===== config.mk =====
export PLATFORM = sky130hd
export DESIGN_NAME = positional_pid_controller
export DESIGN_NICKNAME = d
export VERILOG_FILES = /design/src/design/ppid_pkg.sv /design/src/design/ppid_cfg_regs.sv /design/src/design/ppid_scale.sv /design/src/design/ppid_core.sv /design/src/design/positional_pid_controller.sv
export SDC_FILE = /design/constraint.sdc
export NUM_CORES = 2
export LEC_CHECK = 0
export BUFFER_PORTS_ARGS = -buffer_cell sky130_fd_sc_hd__buf_2
export CAP_MARGIN = 20
export CORE_ASPECT_RATIO = 0.75
export CORE_UTILIZATION = 48
export CTS_BUF_LIST = sky130_fd_sc_hd__clkbuf_16
export DETAILED_ROUTE_END_ITERATION = 16
export PLACE_DENSITY_LB_ADDON = 0.25
export SLEW_MARGIN = 30
export SYNTH_ARGS = -nofsm -noshare
export SYNTH_HDL_FRONTEND = slang
export SYNTH_SLANG_ARGS = --single-unit

===== constraint.sdc =====
create_clock -name aclk -period 33.2 [get_ports aclk]
set_input_delay 1.66 -clock aclk [delete_from_list [all_inputs] [get_ports aclk]]
set_output_delay 1.66 -clock aclk [all_outputs]
set_load 0.01 [all_outputs]

===== src/design/ppid_pkg.sv =====
`default_nettype none

package ppid_pkg;

    // Fixed widths of the gain registers and of the unclamped diagnostic fields
    localparam int GAIN_BITS = 24;
    localparam int RAW_BITS  = 40;

    // Defaults for the top-level parameters
    localparam int DEF_GAIN_FRAC_BITS = 16;
    localparam int DEF_SAMPLE_BITS    = 16;
    localparam int DEF_OUT_BITS       = 32;

    localparam int CFG_IDX_BITS = 3;

    typedef enum logic [CFG_IDX_BITS-1:0] {
        REG_GAIN_PROP   = 3'd0,
        REG_GAIN_INT    = 3'd1,
        REG_GAIN_DERIV  = 3'd2,
        REG_LIMIT_LOW   = 3'd3,
        REG_LIMIT_HIGH  = 3'd4,
        REG_PROP_ON_ERR = 3'd5,
        REG_REVERSE_DIR = 3'd6
    } cfg_reg_t;

    typedef struct packed {
        logic prop_on_error;
        logic reverse_direction;
    } ctrl_t;

endpackage

`default_nettype wire


===== src/design/ppid_cfg_regs.sv =====
`default_nettype none

module ppid_cfg_regs #(
    parameter int OUT_BITS      = ppid_pkg::DEF_OUT_BITS,
    parameter int CFG_DATA_BITS = ppid_pkg::DEF_OUT_BITS
) (
    input  wire logic                                  aclk,
    input  wire logic                                  aresetn,
    input  wire logic                                  cfg_wr_en,
    input  wire logic [ppid_pkg::CFG_IDX_BITS-1:0]     cfg_index,
    input  wire logic [CFG_DATA_BITS-1:0]              cfg_data,
    output logic      [ppid_pkg::GAIN_BITS-1:0]        gain_prop,
    output logic      [ppid_pkg::GAIN_BITS-1:0]        gain_int,
    output logic      [ppid_pkg::GAIN_BITS-1:0]        gain_deriv,
    output logic signed [OUT_BITS-1:0]                 limit_low,
    output logic signed [OUT_BITS-1:0]                 limit_high,
    output ppid_pkg::ctrl_t                            ctrl
);

    localparam logic signed [OUT_BITS-1:0] LIMIT_MAX = {1'b0, {(OUT_BITS-1){1'b1}}};

    logic [ppid_pkg::GAIN_BITS-1:0] gain_prop_reg, gain_int_reg, gain_deriv_reg;
    logic signed [OUT_BITS-1:0]     limit_low_reg, limit_high_reg;
    ppid_pkg::ctrl_t                ctrl_reg;

    always_ff @(posedge aclk) begin
        if (!aresetn) begin
            gain_prop_reg                <= '0;
            gain_int_reg                 <= '0;
            gain_deriv_reg               <= '0;
            limit_low_reg                <= '0;
            limit_high_reg               <= LIMIT_MAX;
            ctrl_reg.prop_on_error       <= 1'b1;
            ctrl_reg.reverse_direction   <= 1'b0;
        end else if (cfg_wr_en) begin
            unique case (cfg_index)
                ppid_pkg::REG_GAIN_PROP:   gain_prop_reg  <= cfg_data[ppid_pkg::GAIN_BITS-1:0];
                ppid_pkg::REG_GAIN_INT:    gain_int_reg   <= cfg_data[ppid_pkg::GAIN_BITS-1:0];
                ppid_pkg::REG_GAIN_DERIV:  gain_deriv_reg <= cfg_data[ppid_pkg::GAIN_BITS-1:0];
                ppid_pkg::REG_LIMIT_LOW:   limit_low_reg  <= cfg_data[OUT_BITS-1:0];
                ppid_pkg::REG_LIMIT_HIGH:  limit_high_reg <= cfg_data[OUT_BITS-1:0];
                ppid_pkg::REG_PROP_ON_ERR: ctrl_reg.prop_on_error     <= cfg_data[0];
                ppid_pkg::REG_REVERSE_DIR: ctrl_reg.reverse_direction <= cfg_data[0];
                default: ;  // drop writes past the register list
            endcase
        end
    end

    assign gain_prop  = gain_prop_reg;
    assign gain_int   = gain_int_reg;
    assign gain_deriv = gain_deriv_reg;
    assign limit_low  = limit_low_reg;
    assign limit_high = limit_high_reg;
    assign ctrl       = ctrl_reg;

endmodule

`default_nettype wire


===== src/design/ppid_scale.sv =====
`default_nettype none

module ppid_scale #(
    parameter int GAIN_FRAC_BITS = ppid_pkg::DEF_GAIN_FRAC_BITS,
    parameter int X_BITS         = ppid_pkg::DEF_SAMPLE_BITS + 1,
    parameter int PROD_BITS      = ppid_pkg::GAIN_BITS + ppid_pkg::DEF_SAMPLE_BITS + 3
) (
    input  wire logic        [ppid_pkg::GAIN_BITS-1:0] gain,
    input  wire logic signed [X_BITS-1:0]              x,
    input  wire logic                                  negate,
    output logic signed      [PROD_BITS-1:0]           term
);

    localparam int NAT_BITS = ppid_pkg::GAIN_BITS + 1 + X_BITS;
    localparam logic signed [PROD_BITS-1:0] HALF = PROD_BITS'(1) << (GAIN_FRAC_BITS - 1);

    logic signed [NAT_BITS-1:0]  prod;
    logic signed [PROD_BITS-1:0] prod_sgn;
    logic signed [PROD_BITS-1:0] rounded;

    always_comb begin
        prod     = $signed({1'b0, gain}) * x;
        prod_sgn = negate ? -PROD_BITS'(prod) : PROD_BITS'(prod);
        // round half up, then floor through the arithmetic shift
        rounded  = prod_sgn + HALF;
        term     = rounded >>> GAIN_FRAC_BITS;
    end

endmodule

`default_nettype wire


===== src/design/ppid_core.sv =====
`default_nettype none

module ppid_core #(
    parameter int GAIN_FRAC_BITS = ppid_pkg::DEF_GAIN_FRAC_BITS,
    parameter int SAMPLE_BITS    = ppid_pkg::DEF_SAMPLE_BITS,
    parameter int OUT_BITS       = ppid_pkg::DEF_OUT_BITS
) (
    input  wire logic signed [SAMPLE_BITS-1:0]         measurement,
    input  wire logic signed [SAMPLE_BITS-1:0]         setpoint,
    input  wire logic                                  mode,
    input  wire ppid_pkg::ctrl_t                       ctrl,
    input  wire logic        [ppid_pkg::GAIN_BITS-1:0] gain_prop,
    input  wire logic        [ppid_pkg::GAIN_BITS-1:0] gain_int,
    input  wire logic        [ppid_pkg::GAIN_BITS-1:0] gain_deriv,
    input  wire logic signed [OUT_BITS-1:0]            limit_low,
    input  wire logic signed [OUT_BITS-1:0]            limit_high,
    input  wire logic                                  auto_active,
    input  wire logic signed [OUT_BITS-1:0]            integral_sum,
    input  wire logic signed [SAMPLE_BITS-1:0]         prev_meas,
    input  wire logic signed [SAMPLE_BITS-1:0]         latest_meas,
    input  wire logic signed [OUT_BITS-1:0]            latest_out,
    output logic signed      [OUT_BITS-1:0]            integral_sum_next,
    output logic signed      [SAMPLE_BITS-1:0]         prev_meas_next,
    output logic signed      [OUT_BITS-1:0]            latest_out_next,
    output logic signed      [ppid_pkg::RAW_BITS-1:0]  raw_output,
    output logic signed      [ppid_pkg::RAW_BITS-1:0]  raw_integral
);

    localparam int XW  = SAMPLE_BITS + 1;
    localparam int PW  = ppid_pkg::GAIN_BITS + XW + 2;
    localparam int SW0 = ((OUT_BITS > PW) ? OUT_BITS : PW) + 3;
    localparam int SW  = (SW0 > ppid_pkg::RAW_BITS) ? SW0 : ppid_pkg::RAW_BITS;
    localparam int RB  = ppid_pkg::RAW_BITS;
    localparam logic signed [RB-1:0] RAW_MAX = {1'b0, {(RB-1){1'b1}}};
    localparam logic signed [RB-1:0] RAW_MIN = {1'b1, {(RB-1){1'b0}}};

    logic                           bump;
    logic signed [OUT_BITS-1:0]     reload;
    logic signed [OUT_BITS-1:0]     integ_eff;
    logic signed [SAMPLE_BITS-1:0]  prev_eff;
    logic signed [XW-1:0]           err, din, kp_x;
    logic signed [PW-1:0]           kp_term, ki_term, kd_term;
    logic signed [SW-1:0]           acc, outv;
    logic signed [SW-1:0]           lim_lo_w, lim_hi_w;
    logic signed [OUT_BITS-1:0]     integ_new, out_new;
    logic [SW-RB:0]                 acc_top, outv_top;
    logic signed [RB-1:0]           acc_sat, outv_sat;

    // Bumpless transfer: reload state on a manual-to-automatic change
    always_comb begin
        bump = mode && !auto_active;
        priority if (latest_out > limit_high) begin
            reload = limit_high;
        end else if (latest_out < limit_low) begin
            reload = limit_low;
        end else begin
            reload = latest_out;
        end
        integ_eff = bump ? reload : integral_sum;
        prev_eff  = bump ? latest_meas : prev_meas;
        err  = XW'(setpoint) - XW'(measurement);
        din  = XW'(measurement) - XW'(prev_eff);
        kp_x = ctrl.prop_on_error ? err : din;
    end

    ppid_scale #(.GAIN_FRAC_BITS(GAIN_FRAC_BITS), .X_BITS(XW), .PROD_BITS(PW)) u_scale_p (
        .gain(gain_prop), .x(kp_x), .negate(ctrl.reverse_direction), .term(kp_term)
    );

    ppid_scale #(.GAIN_FRAC_BITS(GAIN_FRAC_BITS), .X_BITS(XW), .PROD_BITS(PW)) u_scale_i (
        .gain(gain_int), .x(err), .negate(ctrl.reverse_direction), .term(ki_term)
    );

    ppid_scale #(.GAIN_FRAC_BITS(GAIN_FRAC_BITS), .X_BITS(XW), .PROD_BITS(PW)) u_scale_d (
        .gain(gain_deriv), .x(din), .negate(ctrl.reverse_direction), .term(kd_term)
    );

    always_comb begin
        lim_lo_w = SW'(limit_low);
        lim_hi_w = SW'(limit_high);

        acc = SW'(integ_eff) + SW'(ki_term);
        if (!ctrl.prop_on_error) begin
            acc = acc - SW'(kp_term);
        end
        priority if (acc > lim_hi_w) begin
            integ_new = limit_high;
        end else if (acc < lim_lo_w) begin
            integ_new = limit_low;
        end else begin
            integ_new = acc[OUT_BITS-1:0];
        end

        outv = SW'(integ_new) - SW'(kd_term);
        if (ctrl.prop_on_error) begin
            outv = outv + SW'(kp_term);
        end
        priority if (outv > lim_hi_w) begin
            out_new = limit_high;
        end else if (outv < lim_lo_w) begin
            out_new = limit_low;
        end else begin
            out_new = outv[OUT_BITS-1:0];
        end

        // saturate to the diagnostic width when the upper bits disagree
        acc_top  = acc[SW-1:RB-1];
        outv_top = outv[SW-1:RB-1];
        if ((&acc_top) || !(|acc_top)) begin
            acc_sat = acc[RB-1:0];
        end else begin
            acc_sat = acc[SW-1] ? RAW_MIN : RAW_MAX;
        end
        if ((&outv_top) || !(|outv_top)) begin
            outv_sat = outv[RB-1:0];
        end else begin
            outv_sat = outv[SW-1] ? RAW_MIN : RAW_MAX;
        end
    end

    // Manual beats hold the controller state and zero the diagnostics; the top level records their measurement
    always_comb begin
        integral_sum_next = mode ? integ_new : integral_sum;
        prev_meas_next    = mode ? measurement : prev_meas;
        latest_out_next   = mode ? out_new : latest_out;
        raw_output        = mode ? outv_sat : '0;
        raw_integral      = mode ? acc_sat : '0;
    end

endmodule

`default_nettype wire


===== src/design/positional_pid_controller.sv =====
`default_nettype none

// Channel   Direction  Handshake            Payload
// s_        in         s_valid / s_ready    s_measurement, s_setpoint, s_mode
// m_        out        m_valid / m_ready    m_control_out, m_computed, m_raw_output,
//                                           m_raw_integral
// cfg_      in         cfg_wr_en            cfg_index, cfg_data (no read-back)
//
// One beat per cycle sustained while m_ready is high; a taken beat moves from the
// input register to the result register on m_. The period is set by the integral
// path: one multiply, then two add-and-clamp steps between those two registers.
// Reset (aresetn low, synchronous) clears the handshake, the controller state and
// the registers to their defaults. An m_ready stall holds the result and lets one
// more input beat wait in the input register before s_ready drops.
module positional_pid_controller #(
    parameter int GAIN_FRAC_BITS = ppid_pkg::DEF_GAIN_FRAC_BITS,
    parameter int SAMPLE_BITS    = ppid_pkg::DEF_SAMPLE_BITS,
    parameter int OUT_BITS       = ppid_pkg::DEF_OUT_BITS,
    parameter int CFG_DATA_BITS  = (OUT_BITS > ppid_pkg::GAIN_BITS) ? OUT_BITS
                                                                    : ppid_pkg::GAIN_BITS
) (
    input  wire logic                                 aclk,
    input  wire logic                                 aresetn,
    input  wire logic                                 cfg_wr_en,
    input  wire logic        [ppid_pkg::CFG_IDX_BITS-1:0] cfg_index,
    input  wire logic        [CFG_DATA_BITS-1:0]      cfg_data,
    input  wire logic                                 s_valid,
    output logic                                      s_ready,
    input  wire logic signed [SAMPLE_BITS-1:0]        s_measurement,
    input  wire logic signed [SAMPLE_BITS-1:0]        s_setpoint,
    input  wire logic                                 s_mode,
    output logic                                      m_valid,
    input  wire logic                                 m_ready,
    output logic signed      [OUT_BITS-1:0]           m_control_out,
    output logic                                      m_computed,
    output logic signed      [ppid_pkg::RAW_BITS-1:0] m_raw_output,
    output logic signed      [ppid_pkg::RAW_BITS-1:0] m_raw_integral
);

    localparam int RB = ppid_pkg::RAW_BITS;

    logic [ppid_pkg::GAIN_BITS-1:0] gain_prop, gain_int, gain_deriv;
    logic signed [OUT_BITS-1:0]     lim_lo, lim_hi;
    ppid_pkg::ctrl_t                ctrl;

    logic                           in_valid_reg;
    logic signed [SAMPLE_BITS-1:0]  in_meas_reg, in_sp_reg;
    logic                           in_mode_reg;

    logic                           m_valid_reg;
    logic signed [OUT_BITS-1:0]     control_out_reg;
    logic                           computed_reg;
    logic signed [RB-1:0]           raw_output_reg, raw_integral_reg;

    logic                           auto_active_reg;
    logic signed [OUT_BITS-1:0]     integral_sum_reg, latest_out_reg;
    logic signed [SAMPLE_BITS-1:0]  prev_meas_reg, latest_meas_reg;

    logic signed [OUT_BITS-1:0]     integral_sum_next, latest_out_next;
    logic signed [SAMPLE_BITS-1:0]  prev_meas_next;
    logic signed [RB-1:0]           raw_output_next, raw_integral_next;

    logic out_free, advance, s_take;

    ppid_cfg_regs #(.OUT_BITS(OUT_BITS), .CFG_DATA_BITS(CFG_DATA_BITS)) u_cfg (
        .aclk       (aclk),
        .aresetn    (aresetn),
        .cfg_wr_en  (cfg_wr_en),
        .cfg_index  (cfg_index),
        .cfg_data   (cfg_data),
        .gain_prop  (gain_prop),
        .gain_int   (gain_int),
        .gain_deriv (gain_deriv),
        .limit_low  (lim_lo),
        .limit_high (lim_hi),
        .ctrl       (ctrl)
    );

    ppid_core #(
        .GAIN_FRAC_BITS(GAIN_FRAC_BITS),
        .SAMPLE_BITS   (SAMPLE_BITS),
        .OUT_BITS      (OUT_BITS)
    ) u_core (
        .measurement       (in_meas_reg),
        .setpoint          (in_sp_reg),
        .mode              (in_mode_reg),
        .ctrl              (ctrl),
        .gain_prop         (gain_prop),
        .gain_int          (gain_int),
        .gain_deriv        (gain_deriv),
        .limit_low         (lim_lo),
        .limit_high        (lim_hi),
        .auto_active       (auto_active_reg),
        .integral_sum      (integral_sum_reg),
        .prev_meas         (prev_meas_reg),
        .latest_meas       (latest_meas_reg),
        .latest_out        (latest_out_reg),
        .integral_sum_next (integral_sum_next),
        .prev_meas_next    (prev_meas_next),
        .latest_out_next   (latest_out_next),
        .raw_output        (raw_output_next),
        .raw_integral      (raw_integral_next)
    );

    assign out_free = !m_valid_reg || m_ready;
    assign advance  = in_valid_reg && out_free;
    assign s_ready  = !in_valid_reg || out_free;
    assign s_take   = s_valid && s_ready;

    always_ff @(posedge aclk) begin
        if (!aresetn) begin
            in_valid_reg     <= 1'b0;
            m_valid_reg      <= 1'b0;
            auto_active_reg  <= 1'b0;
            integral_sum_reg <= '0;
            prev_meas_reg    <= '0;
            latest_meas_reg  <= '0;
            latest_out_reg   <= '0;
        end else begin
            in_valid_reg <= s_take || (in_valid_reg && !out_free);
            m_valid_reg  <= advance || (m_valid_reg && !m_ready);
            // advance the controller state once per beat moved to the output
            if (advance) begin
                auto_active_reg  <= in_mode_reg;
                integral_sum_reg <= integral_sum_next;
                prev_meas_reg    <= prev_meas_next;
                latest_meas_reg  <= in_meas_reg;
                latest_out_reg   <= latest_out_next;
            end
        end
    end

    always_ff @(posedge aclk) begin
        if (s_take) begin
            in_meas_reg <= s_measurement;
            in_sp_reg   <= s_setpoint;
            in_mode_reg <= s_mode;
        end
        if (advance) begin
            control_out_reg  <= latest_out_next;
            computed_reg     <= in_mode_reg;
            raw_output_reg   <= raw_output_next;
            raw_integral_reg <= raw_integral_next;
        end
    end

    assign m_valid        = m_valid_reg;
    assign m_control_out  = control_out_reg;
    assign m_computed     = computed_reg;
    assign m_raw_output   = raw_output_reg;
    assign m_raw_integral = raw_integral_reg;

    a_manual_zero: assert property (@(posedge aclk) disable iff (!aresetn)
        (aresetn && advance && !in_mode_reg) |=>
            (!m_computed && m_raw_output == '0 && m_raw_integral == '0))
        else $error("manual beat produced nonzero diagnostics");

    a_out_in_limits: assert property (@(posedge aclk) disable iff (!aresetn)
        (aresetn && advance && in_mode_reg && lim_lo <= lim_hi) |=>
            (m_control_out >= $past(lim_lo) && m_control_out <= $past(lim_hi)))
        else $error("control output outside limits");

    a_integ_in_limits: assert property (@(posedge aclk) disable iff (!aresetn)
        (aresetn && advance && in_mode_reg && lim_lo <= lim_hi) |=>
            (integral_sum_reg >= $past(lim_lo) && integral_sum_reg <= $past(lim_hi)))
        else $error("integral outside limits");

    a_ready_low: assert property (@(posedge aclk) disable iff (!aresetn)
        !s_ready |-> (in_valid_reg && m_valid_reg))
        else $error("input stalled with free slot");

    a_mode_track: assert property (@(posedge aclk) disable iff (!aresetn)
        (aresetn && advance) |=> (auto_active_reg == $past(in_mode_reg)))
        else $error("auto flag does not follow beat mode");

endmodule

`default_nettype wire

==> impl_metrics.yaml <==
floorplan:
  num_rows: 124
  fp.dieH_um: 342
  die_w_um: 455
  initial_core_util: 0.484
  ios: 188
  dieArea_um2: 156000
  core_area_um2: 153000
worst_hold_path:
  min_path_type: "flip-flop to flip-flop"
critical_path:
  start_kind: "flip-flop"
  cp.arrival_ns: 30.11
  end_kind: "flip-flop"
  critical_path_class: "flip-flop to flip-flop"
  cp_top_family: "compound AO/OA/AOI/OAI gates"
  cp_slowest_cell: "nor4_1"
  required_ns: 33.57
  cp_max_fo: 43
  cp_common_cell: "o21ai_0"
  path_buf_inv: 7
  worst_path_largest_cell_delay_ns: 0.94
cts:
  path_clk_slew_ns: 0.07
  cts_resized: 0
  insertion_delay_ns: 0.66
  clock-sinks: 371
  cts-root-buf: "clkbuf_16"
  cts_tree: "yes"
  clockBufferDepth: 3
  cts_max_level: 2
  postCtsSetupRepairBufs: 0
  cts_hold_buf: 0
  numCtsBuffers: 48
timing:
  finalCriticalPeriod_ns: 29.74
  rsz0062_at_grt: "false"
  tns_ns: 0
  finalHoldViolCount: 0
  max_freq_mhz: 33.6
  fin_skew_ns: 0.0238
  relSlewSlack: 0.277
  final_min_period_over_clock_period: 0.896
  tightest_slew_ns: 1.07
  drv_slew: 0
  finalSetupViolations: 0
route:
  postRouteWirelength_um: 244000
  post_drt_wl_per_cell_um: 22.5
  num_vias: 63500
  vias_per_cell: 5.84
  drc: 0
  antenna_left: 0
  dr.pass1.iters: 7
  drt_iter0_drc: 5880
final_layout:
  nFillCells: 14500
  drive_gt1_frac: 0.0678
  area_delta_synth_final_pct: 6.34
  layout.nets: 10700
  multiInputGateArea_um2: 59100
  regArea_um2: 8780
  stdcell_count: 10900
synthesis:
  synth_cell_types: 103
  ys_top_cells_by_count: "nand2_1, inv_1, fa_1"
  synth_area_um2: 73900
  syn_nets: 10700
  yosysTopAreaCellShare: 0.269
  syn_avg_cell_area_um2: 8.36
  synth_seq_area_share: 0.119
  synthArstFlopShare: 0
  ys.flop_type: "dfxtp_1"
  synth_edf_count: 134
  synth_top_area_cell: "fa_1"
  synthCells: 8847
  yosys_warnings: 0
  synth.most_common_cell: "nand2_1"
  ys_ff_latch: 371
  yosys-top-cells-area: "fa_1, ha_1, nand2_1"
global_routing:
  grt_max_degree: 93
  met3_usage: 0.0536
  grt_busiest_layer: "met2"
  grt_pass1_wl_um: 377000
  grt_overflow: 0
  use_met1: 0.444
  grt.total_usage: 0.315
  antenna_found_initial: 16
  first_global_vias: 63400
  use_met2: 0.480
placed_design:
  place.gp.congestion: 1.02
  dp.cells: 10800
  io_buffer_count: 187
  dp_hpwl_um: 190000
run_status:
  outcome: "completed"
job:
  drv_cap: 0
[worst min-delay path, stage by stage (launching register included)]
cell,delay (ns)
dfxtp_1,0.31
nand3_1,0.06
nand2_1,0.04
[layout by cell type (no fill, tap or decap), types with 52 or more instances in the layout]
| master | netlist | routed |
|---|---|---|
| nand2_1 | 1331 | 1328 |
| inv_1 | 1286 | 1292 |
| fa_1 | 993 | 992 |
| ha_1 | 784 | 784 |
| and2_1 | 472 | 471 |
| o21ai_0 | 367 | 365 |
| nor2_1 | 371 | 357 |
| a21oi_1 | 351 | 350 |
| dfxtp_1 | 237 | 235 |
| xnor2_1 | 241 | 230 |
| nor2b_1 | 191 | 190 |
| buf_2 | 10 | 186 |
| a21boi_0 | 170 | 170 |
| edfxtp_1 | 134 | 134 |
| a21o_1 | 125 | 125 |
| buf_4 | 13 | 117 |
| xor2_1 | 114 | 113 |
| o211ai_1 | 100 | 100 |
| nand3_1 | 98 | 98 |
| mux2i_1 | 97 | 93 |
| nand2b_1 | 87 | 86 |
| nor3_1 | 83 | 81 |
| nand4_1 | 74 | 74 |
| o21a_1 | 68 | 68 |
| or2_2 | 62 | 62 |
| mux2_2 | 56 | 56 |
| clkbuf_16 | 0 | 52 |
[final timing paths]
path                                      from                           endpoint  slack [ns]  depth (start not counted)
max reg2reg           in_meas_reg[0]$_DFFE_PP_         m_control_out[0]$_DFFE_PP_        3.46                        107
max                   in_meas_reg[0]$_DFFE_PP_         m_control_out[0]$_DFFE_PP_        3.46                        107
min reg2reg  integral_sum_reg[24]$_SDFFE_PN0P_  integral_sum_reg[24]$_SDFFE_PN0P_        0.45                          2
min          integral_sum_reg[24]$_SDFFE_PN0P_  integral_sum_reg[24]$_SDFFE_PN0P_        0.45                          2
[metal layers]
layer,routed length [µm],share of wire
met1,106000,0.43
met3,21600,0.088
met2,105000,0.43
met5,38,0.00016
met4,11100,0.046
[final cells by class]
cell class / count / share of cell area
diodes: 4 / 0.000127
repair buffers: 304 / 0.0232
clock inverters: 37 / 0.00371
clock buffers: 52 / 0.0166
flip-flops and latches: 371 / 0.112
well taps: 2016 / 0.0321
inverters: 1289 / 0.0616
multi-input cells: 6792 / 0.751
[per-stage QoR]
| stage | worst slack, ns | hold slack [ns] | util | cell area, µm² |
|---|---|---|---|---|
| 2_1_floorplan | 10.05 | 0.424 | - | 73900 |
| 3_3_place_gp | 4.73 | 0.438 | 0.504 | 77000 |
| 3_5_place_dp | 4.41 | 0.450 | 0.504 | 77000 |
| 4_1_cts | 4.24 | 0.458 | 0.515 | 78600 |
| 5_1_grt | 1.84 | 0.489 | 0.515 | 78600 |
| 6_report | 3.46 | 0.455 | 0.515 | 78600 |
[cell families (layout without fill, tap and decap cells)]
logic type                 count (synthesis)  after routing  share of synthesized area
AOI/OAI and AO/OA                       1530           1530                      0.135
xor gates and xnor gates                 358            358                     0.0429
adders and majority gates               1778           1778                      0.402
buffers and inverters                   1684           1682                     0.0864
DFF                                      371            371                      0.119
muxes                                    155            155                     0.0221
other                                      0              4                          0
and+or+nand+nor                         2971           2971                      0.194
Power is left out: the tool's default activity adds up to more than one toggle a clock period on the data nets, which glitch-free logic cannot reach.
